**src/rtl/assert_macros.svh**
```systemverilog
// Assertion helper macros for the RTL, included by bki_ctrl.
`ifndef ASSERT_MACROS_SVH
`define ASSERT_MACROS_SVH

// Property that must hold at every clock edge outside reset.
`define BKI_ASSERT(lbl, clk, rst, prop, msg) \
  lbl: assert property (@(posedge clk) disable iff (rst) (prop)) else $error(msg);

// Same-cycle implication checked outside reset.
`define BKI_ASSERT_IMP(lbl, clk, rst, ante, cons, msg) \
  lbl: assert property (@(posedge clk) disable iff (rst) (ante) |-> (cons)) else $error(msg);

`endif

```
**src/rtl/bki_pkg.sv**
```systemverilog
// Shared constants, codes and control structs for the knot insertion block.
`timescale 1ns / 1ps
`default_nettype none

package bki_pkg;

  localparam int MAX_POLES  = 64;
  localparam int MAX_DEGREE = 25;
  localparam int KNOT_DEPTH = 128;
  localparam int KNOT_CAP   = KNOT_DEPTH - 1;

  localparam int KIDX_W = $clog2(KNOT_DEPTH);
  localparam int PIDX_W = $clog2(MAX_POLES);
  localparam int PCNT_W = $clog2(MAX_POLES + 1);
  localparam int KCNT_W = KIDX_W;
  localparam int IDX_W  = (KIDX_W > PCNT_W) ? KIDX_W : PCNT_W;
  localparam int SPAN_W = IDX_W + 1;

  localparam int OP_W      = 3;
  localparam int ST_W      = 3;
  localparam int ENTRY_W   = 7;
  localparam int TGT_W     = 5;
  localparam int DEG_W     = 5;
  localparam int BUDGET_W  = 7;
  localparam int CFG_W     = 7;
  localparam int CFG_IDX_W = 1;
  localparam int HELD_W    = 7;

  localparam int KNOT_W  = 32;
  localparam int COORD_W = 48;
  localparam int AXES    = 4;
  localparam int POLE_W  = AXES * COORD_W;

  // blend arithmetic: difference split into a signed high and unsigned low part
  localparam int SPLIT  = 24;
  localparam int DIFF_W = COORD_W + 1;
  localparam int HI_W   = DIFF_W - SPLIT;
  localparam int LOP_W  = SPLIT + KNOT_W;
  localparam int HIP_W  = HI_W + KNOT_W + 1;
  localparam int SUM_W  = DIFF_W + KNOT_W + 1;
  localparam int QSHIFT = 31;

  localparam logic [KNOT_W-1:0]   Q_ONE      = KNOT_W'(1) << QSHIFT;
  localparam logic [SUM_W-1:0]    ROUND_HALF = SUM_W'(1) << (QSHIFT - 1);
  localparam logic [DEG_W-1:0]    DEGREE_RST = DEG_W'(3);
  localparam logic [BUDGET_W-1:0] BUDGET_RST = BUDGET_W'(64);

  localparam logic [CFG_IDX_W-1:0] REG_DEGREE = CFG_IDX_W'(0);
  localparam logic [CFG_IDX_W-1:0] REG_BUDGET = CFG_IDX_W'(1);

  typedef enum logic [OP_W-1:0] {
    OP_CLEAR    = 3'd0,
    OP_APP_KNOT = 3'd1,
    OP_APP_POLE = 3'd2,
    OP_INSERT   = 3'd3,
    OP_RD_KNOT  = 3'd4,
    OP_RD_POLE  = 3'd5
  } op_t;

  typedef enum logic [ST_W-1:0] {
    ST_OK     = 3'd0,
    ST_DOMAIN = 3'd1,
    ST_BUDGET = 3'd2,
    ST_SPAN   = 3'd3,
    ST_ZERO   = 3'd4,
    ST_RANGE  = 3'd5
  } st_t;

  typedef enum logic [1:0] {SEL_NONE, SEL_KNOT, SEL_POLE} sel_t;
  typedef enum logic {KW_ITEM, KW_COPY} kw_src_t;
  typedef enum logic [1:0] {PW_ITEM, PW_COPY, PW_BLEND} pw_src_t;

  typedef struct packed {
    logic              item_load;
    logic              kr_en;
    logic [KIDX_W-1:0] kra;
    logic [KIDX_W-1:0] krb;
    logic              kw_en;
    logic [KIDX_W-1:0] kwa;
    kw_src_t           kw_src;
    logic              pr_en;
    logic [PIDX_W-1:0] pra;
    logic [PIDX_W-1:0] prb;
    logic              pw_en;
    logic [PIDX_W-1:0] pwa;
    pw_src_t           pw_src;
    logic              alpha_start;
    logic              mul_en;
    logic              sum_en;
  } dp_cmd_t;

  typedef struct packed {
    logic t_ok;
    logic ka_eq_t;
    logic ka_gt_t;
    logic kb_le_ka;
    logic alpha_valid;
  } dp_stat_t;

  typedef struct packed {
    logic valid;
    st_t  status;
    sel_t sel;
  } res_t;

endpackage

`default_nettype wire

```
**src/rtl/bki_ctrl.sv**
```systemverilog
// Sequencer: decodes requests, walks the insertion steps and holds counts and config.
`timescale 1ns / 1ps
`default_nettype none
`include "assert_macros.svh"

module bki_ctrl
  import bki_pkg::*;
(
  input  wire logic                 clk,
  input  wire logic                 rst,
  input  wire logic                 in_valid,
  output logic                      in_ready,
  input  wire logic [OP_W-1:0]      opcode,
  input  wire logic [ENTRY_W-1:0]   entry_index,
  input  wire logic [TGT_W-1:0]     target,
  input  wire logic                 cfg_we,
  input  wire logic [CFG_IDX_W-1:0] cfg_index,
  input  wire logic [CFG_W-1:0]     cfg_data,
  output dp_cmd_t                   cmd,
  input  wire dp_stat_t             stat,
  input  wire logic                 out_free,
  output res_t                      res,
  output logic [HELD_W-1:0]         poles_held,
  output logic [HELD_W-1:0]         knots_held
);

  typedef enum logic [4:0] {
    S_IDLE, S_DISPATCH, S_CNT_RD, S_CNT_CMP, S_STEP, S_FND_RD, S_FND_CMP, S_SPAN,
    S_ZC_RD, S_ZC_CMP, S_TS_RD, S_TS_WR, S_BL_RD, S_BL_PREP, S_BL_DIV, S_BL_MUL,
    S_BL_SUM, S_BL_WR, S_KS_RD, S_KS_WR, S_FIN
  } state_t;

  state_t               state;
  op_t                  op_r;
  logic [ENTRY_W-1:0]   idx_r;
  logic [TGT_W-1:0]     tgt_r;
  logic [DEG_W-1:0]     degree;
  logic [BUDGET_W-1:0]  budget;
  logic [KCNT_W-1:0]    kt;
  logic [PCNT_W-1:0]    pt;
  logic [IDX_W-1:0]     cnt, i, j, k, lo, hi;
  st_t                  st_r;
  sel_t                 sel_r;

  logic [IDX_W-1:0]  p_x, ip, im1, jm1, k1;
  logic [SPAN_W-1:0] p_s, kk_s, hi_s, top_s, lo_s;
  logic              span_bad, budget_bad, domain_ok;

  assign p_x = IDX_W'(degree);
  assign ip  = i + p_x;
  assign im1 = i - 1'b1;
  assign jm1 = j - 1'b1;
  assign k1  = k + 1'b1;

  // span checks, k holds the first knot above t here
  assign p_s   = SPAN_W'(degree);
  assign kk_s  = SPAN_W'(k) - 1'b1;
  assign hi_s  = kk_s - SPAN_W'(cnt);
  assign top_s = hi_s + p_s;
  assign lo_s  = kk_s - p_s + 1'b1;
  assign span_bad = (k == '0) || (kk_s < p_s) || (kk_s < SPAN_W'(cnt))
                 || (hi_s >= SPAN_W'(pt)) || (top_s >= SPAN_W'(kt));

  assign budget_bad = (BUDGET_W'(pt) >= budget) || (pt >= PCNT_W'(MAX_POLES))
                   || (kt >= KCNT_W'(KNOT_CAP));
  assign domain_ok  = stat.t_ok && (tgt_r <= degree) && (degree <= DEG_W'(MAX_DEGREE));

  assign in_ready   = (state == S_IDLE);
  assign poles_held = HELD_W'(pt);
  assign knots_held = HELD_W'(kt);

  always_comb begin
    cmd        = '0;
    cmd.kra    = KIDX_W'(i);
    cmd.krb    = KIDX_W'(ip);
    cmd.pra    = PIDX_W'(im1);
    cmd.prb    = PIDX_W'(i);
    cmd.kwa    = KIDX_W'(j);
    cmd.pwa    = PIDX_W'(j);
    cmd.kw_src = KW_COPY;
    cmd.pw_src = PW_COPY;
    res.valid  = 1'b0;
    res.status = st_r;
    res.sel    = sel_r;
    case (state)
      S_IDLE: cmd.item_load = in_valid;
      S_DISPATCH: begin
        case (op_r)
          OP_APP_KNOT: begin
            cmd.kw_en  = (kt < KCNT_W'(KNOT_CAP));
            cmd.kwa    = KIDX_W'(kt);
            cmd.kw_src = KW_ITEM;
          end
          OP_APP_POLE: begin
            cmd.pw_en  = (pt < PCNT_W'(MAX_POLES));
            cmd.pwa    = PIDX_W'(pt);
            cmd.pw_src = PW_ITEM;
          end
          OP_RD_KNOT: begin
            cmd.kr_en = 1'b1;
            cmd.kra   = KIDX_W'(idx_r);
          end
          OP_RD_POLE: begin
            cmd.pr_en = 1'b1;
            cmd.pra   = PIDX_W'(idx_r);
          end
          default: ;
        endcase
      end
      S_CNT_RD, S_FND_RD: cmd.kr_en = (i < IDX_W'(kt));
      S_ZC_RD:  cmd.kr_en = (i <= hi);
      S_TS_RD: begin
        cmd.pr_en = (j > hi);
        cmd.pra   = PIDX_W'(jm1);
      end
      S_TS_WR:  cmd.pw_en = 1'b1;
      S_BL_RD: begin
        cmd.kr_en = 1'b1;
        cmd.pr_en = 1'b1;
      end
      S_BL_PREP: cmd.alpha_start = 1'b1;
      S_BL_MUL:  cmd.mul_en = 1'b1;
      S_BL_SUM:  cmd.sum_en = 1'b1;
      S_BL_WR: begin
        cmd.pw_en  = 1'b1;
        cmd.pwa    = PIDX_W'(i);
        cmd.pw_src = PW_BLEND;
      end
      S_KS_RD: begin
        if (j > k1) begin
          cmd.kr_en = 1'b1;
          cmd.kra   = KIDX_W'(jm1);
        end else begin
          cmd.kw_en  = 1'b1;
          cmd.kwa    = KIDX_W'(k1);
          cmd.kw_src = KW_ITEM;
        end
      end
      S_KS_WR:  cmd.kw_en = 1'b1;
      S_FIN:    res.valid = out_free;
      default: ;
    endcase
  end

  always_ff @(posedge clk) begin
    if (rst) begin
      state  <= S_IDLE;
      kt     <= '0;
      pt     <= '0;
      degree <= DEGREE_RST;
      budget <= BUDGET_RST;
      st_r   <= ST_OK;
      sel_r  <= SEL_NONE;
    end else begin
      if (cfg_we) begin
        case (cfg_index)
          REG_DEGREE: degree <= cfg_data[DEG_W-1:0];
          REG_BUDGET: budget <= cfg_data[BUDGET_W-1:0];
          default: ;
        endcase
      end
      case (state)
        S_IDLE: begin
          if (in_valid) begin
            op_r  <= op_t'(opcode);
            idx_r <= entry_index;
            tgt_r <= target;
            state <= S_DISPATCH;
          end
        end
        S_DISPATCH: begin
          st_r  <= ST_OK;
          sel_r <= SEL_NONE;
          state <= S_FIN;
          case (op_r)
            OP_CLEAR: begin
              kt <= '0;
              pt <= '0;
            end
            OP_APP_KNOT: begin
              if (kt >= KCNT_W'(KNOT_CAP)) st_r <= ST_RANGE;
              else kt <= kt + 1'b1;
            end
            OP_APP_POLE: begin
              if (pt >= PCNT_W'(MAX_POLES)) st_r <= ST_RANGE;
              else pt <= pt + 1'b1;
            end
            OP_INSERT: begin
              if (!domain_ok) begin
                st_r <= ST_DOMAIN;
              end else begin
                cnt   <= '0;
                i     <= '0;
                state <= S_CNT_RD;
              end
            end
            OP_RD_KNOT: begin
              if (IDX_W'(idx_r) >= IDX_W'(kt)) st_r <= ST_RANGE;
              else sel_r <= SEL_KNOT;
            end
            OP_RD_POLE: begin
              if (IDX_W'(idx_r) >= IDX_W'(pt)) st_r <= ST_RANGE;
              else sel_r <= SEL_POLE;
            end
            default: ;
          endcase
        end
        S_CNT_RD:  state <= (i >= IDX_W'(kt)) ? S_STEP : S_CNT_CMP;
        S_CNT_CMP: begin
          if (stat.ka_eq_t) cnt <= cnt + 1'b1;
          i     <= i + 1'b1;
          state <= S_CNT_RD;
        end
        S_STEP: begin
          if (cnt >= IDX_W'(tgt_r)) begin
            state <= S_FIN;
          end else if (budget_bad) begin
            st_r  <= ST_BUDGET;
            state <= S_FIN;
          end else begin
            i     <= '0;
            state <= S_FND_RD;
          end
        end
        S_FND_RD: begin
          if (i >= IDX_W'(kt)) begin
            k     <= IDX_W'(kt);
            state <= S_SPAN;
          end else begin
            state <= S_FND_CMP;
          end
        end
        S_FND_CMP: begin
          if (stat.ka_gt_t) begin
            k     <= i;
            state <= S_SPAN;
          end else begin
            i     <= i + 1'b1;
            state <= S_FND_RD;
          end
        end
        S_SPAN: begin
          if (span_bad) begin
            st_r  <= ST_SPAN;
            state <= S_FIN;
          end else begin
            k     <= IDX_W'(kk_s);
            lo    <= IDX_W'(lo_s);
            hi    <= IDX_W'(hi_s);
            i     <= IDX_W'(lo_s);
            state <= S_ZC_RD;
          end
        end
        S_ZC_RD: begin
          if (i > hi) begin
            j     <= IDX_W'(pt);
            state <= S_TS_RD;
          end else begin
            state <= S_ZC_CMP;
          end
        end
        S_ZC_CMP: begin
          if (stat.kb_le_ka) begin
            st_r  <= ST_ZERO;
            state <= S_FIN;
          end else begin
            i     <= i + 1'b1;
            state <= S_ZC_RD;
          end
        end
        S_TS_RD: begin
          if (j <= hi) begin
            i     <= hi;
            state <= S_BL_RD;
          end else begin
            state <= S_TS_WR;
          end
        end
        S_TS_WR: begin
          j     <= jm1;
          state <= S_TS_RD;
        end
        S_BL_RD:   state <= S_BL_PREP;
        S_BL_PREP: state <= S_BL_DIV;
        S_BL_DIV:  if (stat.alpha_valid) state <= S_BL_MUL;
        S_BL_MUL:  state <= S_BL_SUM;
        S_BL_SUM:  state <= S_BL_WR;
        S_BL_WR: begin
          if (i == lo) begin
            j     <= IDX_W'(kt);
            state <= S_KS_RD;
          end else begin
            i     <= im1;
            state <= S_BL_RD;
          end
        end
        S_KS_RD: begin
          if (j > k1) begin
            state <= S_KS_WR;
          end else begin
            kt    <= kt + 1'b1;
            pt    <= pt + 1'b1;
            cnt   <= cnt + 1'b1;
            state <= S_STEP;
          end
        end
        S_KS_WR: begin
          j     <= jm1;
          state <= S_KS_RD;
        end
        S_FIN: if (out_free) state <= S_IDLE;
        default: state <= S_IDLE;
      endcase
    end
  end

  `BKI_ASSERT(a_pole_cap, clk, rst, pt <= PCNT_W'(MAX_POLES), "pole count past capacity")
  `BKI_ASSERT(a_knot_cap, clk, rst, kt <= KCNT_W'(KNOT_CAP), "knot count past capacity")
  `BKI_ASSERT_IMP(a_fin_free, clk, rst, res.valid, out_free, "result issued over a full output")
  `BKI_ASSERT_IMP(a_blend_idx, clk, rst, state == S_BL_WR, (i >= lo) && (i <= hi), "blend index outside span")

endmodule

`default_nettype wire
```
**config.mk**
```make
export PLATFORM = sky130hd
export DESIGN_NAME = bki_ctrl
export DESIGN_NICKNAME = d
export VERILOG_FILES = /design/src/rtl/bki_pkg.sv /design/src/rtl/bki_ctrl.sv
export VERILOG_INCLUDE_DIRS = /design/src /design/src/rtl
export SDC_FILE = /design/constraint.sdc
export NUM_CORES = 1
export LEC_CHECK = 0
export BUFFER_PORTS_ARGS = -buffer_cell sky130_fd_sc_hd__buf_2
export CELL_PAD_IN_SITES_DETAIL_PLACEMENT = 0
export CELL_PAD_IN_SITES_GLOBAL_PLACEMENT = 1
export CORE_ASPECT_RATIO = 1.4
export CORE_MARGIN = 8
export CORE_UTILIZATION = 45
export CTS_CLUSTER_DIAMETER = 40
export DETAILED_ROUTE_END_ITERATION = 10
export PLACE_DENSITY = 0.8
export SKIP_LAST_GASP = 1
export SLEW_MARGIN = 20
export SYNTH_ARGS = -nofsm -noshare
export SYNTH_HDL_FRONTEND = slang
export SYNTH_SLANG_ARGS = --single-unit
```
**constraint.sdc**
```tcl
create_clock -name clk -period 7.9 [get_ports clk]
set_input_delay 1.975 -clock clk [delete_from_list [all_inputs] [get_ports clk]]
set_output_delay 1.975 -clock clk [all_outputs]
set_load 0.02 [all_outputs]
```
Word level (Yosys, flattened, before mapping)
Cells that the tools add are included.
{ "totals": {"ff_bits": 93, "latchBits": 0, "ramBits": 0, "rom_bits": 0, "input_bits": 33, "out_inout_bits": 71, "wordCells": 214, "mem_count": 0} }
{ "op_classes": {"n_addsub": 13, "mul": 0, "div": 0, "magnitude_cmp": 21, "n_eq_ne": 51, "n_shift": 0, "mux": 78, "n_bitwise": 3, "reduce_logical": 32} }
{ "ops": {"columns": ["operator", "n"], "rows": [
  ["$mux 7", 21],
  ["$pmux 5 s21", 1],
  ["$pmux 7 s2", 5],
  ["$pmux 7 s3", 3],
  ["$pmux 7 s8", 1],
  ["$mux 5", 11],
  ["$add 7x1->7 const B", 6],
  ["$eq 5x4->1 const B", 8],
  ["$ne 2x2->1 const B", 20],
  ["$pmux 8 s2", 2],
  ["$mux 3", 10],
  ["$ge 7x7->1", 4],
  ["$mux 9", 3],
  ["$eq 5x5->1 const B", 5],
  ["$gt 7x7->1", 3],
  ["$eq 5x3->1 const B", 4],
  ["$ge 8x7->1", 2],
  ["$mux 8", 2],
  ["$pmux 3 s5", 1],
  ["$ge 7x7->1 const B", 2],
  ["$le 7x7->1", 2],
  ["$lt 7x7->1 const B", 2],
  ["$sub 7x1->7 const B", 2],
  ["$pmux 3 s4", 1],
  ["44 further kinds", 77]
]} }

Logic depth before layout (Yosys ltp)
{ "depth": {"word_depth": 8, "mapped_depth": 22, "mapped_depth_nobuf": 22} }

Least setup slack after synthesis
No wires, ideal clock.
{ "synth_timing": {"path_type": "register -> register", "from": "reg k[0]", "to": "reg hi[0] (enable)", "setup_ns": 0.421, "t_arrival_ns": 5.155, "required_time_ns": 7.479, "path_slack_ns": 2.323, "path_stages_with_launch": 18, "n_path_buf": 0, "synth_period_minus_slack_ns": 5.577, "path_cell_list": "edfxtp_1 inv_1 ha_1 xor2_1 ha_1 nor2b_1 o21a_1 nor2_1 xnor2_1 ha_1 a21oi_1 o21ai_0 xor2_1 ha_1 a21o_1 a211oi_1 nand4_1 nor4_1"} }
{ "synth_rtl": {"columns": ["element", "line", "text"], "rows": [
  ["from (decl)", "bki_ctrl.sv:41", "logic [IDX_W-1:0] cnt, i, j, k, lo, hi;"],
  ["from (signal assigned)", "bki_ctrl.sv:227", "k <= IDX_W'(kt);"],
  ["from (signal assigned)", "bki_ctrl.sv:235", "k <= i;"],
  ["from (signal assigned)", "bki_ctrl.sv:247", "k <= IDX_W'(kk_s);"],
  ["$sub 7x1->8 *", "bki_ctrl.sv:57", "assign kk_s = SPAN_W'(k) - 1'b1;"],
  ["$sub 8x7->8 *", "bki_ctrl.sv:58", "assign hi_s = kk_s - SPAN_W'(cnt);"],
  ["net hi_s[4]", "bki_ctrl.sv:46", "logic [SPAN_W-1:0] p_s, kk_s, hi_s, top_s, lo_s;"],
  ["$add 8x5->8 / $ge 8x7->1 (equally long branches)", "bki_ctrl.sv:59, bki_ctrl.sv:62", null],
  ["$ge 8x7->1 / $logic_or 1x1->1 (equally long branches)", "bki_ctrl.sv:62", "|| (hi_s >= SPAN_W'(pt)) || (top_s >= SPAN_W'(kt));"],
  ["$logic_or 1x1->1 *", "bki_ctrl.sv:62", null],
  ["$not 1->1 (no line) *", null, null],
  ["$reduce_and 3->1 (no line) *", null, null],
  ["to (signal assigned)", "bki_ctrl.sv:249", "hi <= IDX_W'(hi_s);"],
  ["to (decl)", "bki_ctrl.sv:41", null]
]} }
The timed path passes the listed nets; every way through them passes the cells marked *.
A chain may end at the register's enable or synchronous reset.

==> metrics.txt <==
Post-Syn Area 8520 sq um; Core Rows 59; sequential area share after synthesis approximately 29%; GRT Total Usage 24.3%; PortBufs between 100 and 150; nets@finish between 1,000 and 1,500; Clock transition at path regs 70 ps; DRT iter0 DRCs around 850; Yosys reg bits 93; WHS Endpoint budget[4]$_SDFFE_PP0P_; area added between synthesis and finish 11.7%; clock sink count 93; antenna violations before repair 1; post-route ant nets 0; Root Driver clkbuf_16; H-tree depth 3; Hold Crit Start budget[4]$_SDFFE_PP0P_; Worst R2R Start k[0]$_DFFE_PP_; WP data required a little under 6000 ps; Slowest cell on crit path edfxtp_1; number of top-level pins about 100; gr ovfl total 0; # DRC 0; Slew @ Worst Pin about 1000 ps; Die W 132 um; Resized Gates After CTS 0; Core Area between 15,000 and 20,000 sq um; Setup Viol. Count Final 0; synth top area cells edfxtp_1, ha_1, dfxtp_1, xnor2_1, nor2_1; status completed; Unique masters post-synth 84; effective utilization at floorplan approximately 46%; fin crit share 77.3%; wire per inst 22.1 um; minimum clock period around 6100 ps; WHS Path Cells 2; diode count 0; fraction of registers with async set/reset 0%; GPL Wtd Cong between 0.9 and 1; commonest non-fill, non-tap cell in the layout ha_1; CTS Buffer Depth 2; 1st-pass router iterations 5; hpwl dp approximately 23,000 um; register area about 2400 sq um; Post-synth EDFFs 57; syn_nets between 1,000 and 1,500; static leakage slightly above 4 nW; commonest non-fill, non-tap cells in the layout ha_1, buf_2, nor2_1; clock latency on the worst-skew pair around 370 ps; clk_skew between 15 and 20 ps; CTS tree built; first-pass GRT wire length 44,400 um; crit-path max cell delay 590 ps; worst-path fanout max 10; Mean Syn Cell Area about 8.8 sq um; TritonCTS buffer count 9; Slew HR around 32%; fraction of layout cells with a size suffix above 1 between 10% and 20%; Worst R2R Setup Slack between 2000 and 2500 ps; largest net degree at the start of global routing 33; r2r endpoint i[2]$_DFFE_PP_; Power Dens Cells 246 nW/um^2; Critical Path End Type output pin; top_reg_cell synth edfxtp_1; Yosys top cell area share between 20% and 30%; final core utilization between 50% and 60%; multi-input combinational cell area 5580 sq um; Fill cells 1,863; Via density 5.99; Max-Cap Viols 0; Fin. Hold Viols 0; vias in the first global route 7,794; drt total wl 28,800 um; setup total negative slack 0 ps; die area ~24,000 sq um; die height between 150 and 200 um; Cells after Synth ~970; # hold bufs at CTS 0; critical path launch point type flip-flop; Worst EP arrival around 4100 ps; DR vias around 7,800; Slew Limit Fails 0; Max Clk Rate between 0.15 and 0.2 GHz; area leader, netlist edfxtp_1; CP Class reg -> out; Hold WC Path Type reg -> reg; worst reg-to-reg path cell count 19; CP Cell Sequence inv_1 > ha_1 > inv_1 > ha_1 > nor2b_1 > o21a_1 > o21ai_0 > a31oi_1 > nand2b_1 > o21ai_1 > a221o_1 > buf_2; Ys Warns 0; VDD IR-drop max between 0.1 and 0.15 mV; unrepaired setup endpoints after global routing false; postcts setup bufs 0
layout make-up:
| type | instances | share of cell area (%) |
|---|---|---|
| inverters | 78 | 3.08 |
| well taps | 244 | 3.21 |
| repair buffers | 118 | 6.57 |
| clock buffers | 9 | 2.37 |
| multi-input cells | 752 | 58.7 |
| clock inverters | 7 | 0.578 |
| flip-flops and latches | 93 | 25.5 |
kinds of logic (layout without fill, tap and decap cells):
family	after synthesis	after routing	share of synthesized area (%)
flip-flops	93	93	28.5
buffers and inverters	128	212	6.15
AND/OR/NAND/NOR	305	305	18.2
adder cells (fa/ha/maj)	120	120	18.1
XOR/XNOR	67	67	7.06
AO/OA/AOI/OAI	249	249	20.7
multiplexers	11	11	1.29
cells in the mapped netlist, drive strengths merged, types with 4 or more instances:
cell type,count
nor3,20
o21ai,50
nor4,6
fa,5
buf,16
a31oi,11
o2111ai,5
a211o,5
edfxtp,57
mux2i,11
a211oi,6
xnor2,45
a221o,19
nor3b,5
a21oi,48
nor2b,17
and3,9
nand3,32
o211a,4
o211ai,6
ha,115
o21a,4
a221oi,6
inv,77
o22ai,18
a21o,21
xor2,22
nand2b,14
clkbuf,34
nand2,78
a22oi,5
o221ai,12
nor2,88
or2,4
dfxtp,36
nand4,15
per-layer routing:
layer	share of wire (%)	up-vias	track usage [%]
li1	-	3730	-
met1	40	3633	28.3
met2	47	342	40.6
met3	7.5	82	5.50
met4	5.3	2	14.6
met5	0.045	-	0
worst max path at each step:
stage              startpoint  slack, ps               to  cells after the start
2_1_floorplan  k[0]$_DFFE_PP_       2320  hi[0]$_DFFE_PP_                     17
5_1_grt        k[0]$_DFFE_PP_       1580          cmd[41]                     12
3_3_place_gp   k[0]$_DFFE_PP_       2390          cmd[47]                     12
6_report       k[0]$_DFFE_PP_       1790          cmd[41]                     12
3_5_place_dp   k[0]$_DFFE_PP_       2240          cmd[47]                     12
4_1_cts        k[0]$_DFFE_PP_       1840          cmd[47]                     12
critical path: cells and delay by family, from the launching register on:
kind                       cells  cell delay (ps)
AOI/OAI and AO/OA              5             1400
adders and majority gates      2              720
buffers and inverters          3              510
DFF                            1              590
and+or+nand+nor                2              550
per-stage QoR:
stage          hold slack (ps)  std cells  area, sq um  power (mW)  worst slack, ps
2_1_floorplan              435        973         8520        1.53             2320
3_3_place_gp               443       1284         9240        1.91             2390
3_5_place_dp               447       1284         9240        1.92             2240
4_1_cts                    458       1300         9520        2.35             1840
5_1_grt                    477       1301         9520        2.50             1580
6_report                   455       1301         9520        2.35             1790
report_power, final:
group / switching (mW) / internal (mW) / total [mW]
Combinational: 0.786 / 0.453 / 1.24
Clock: 0.210 / 0.219 / 0.429
Sequential: 0.0937 / 0.584 / 0.678
(Power assumes the default switching activity.)
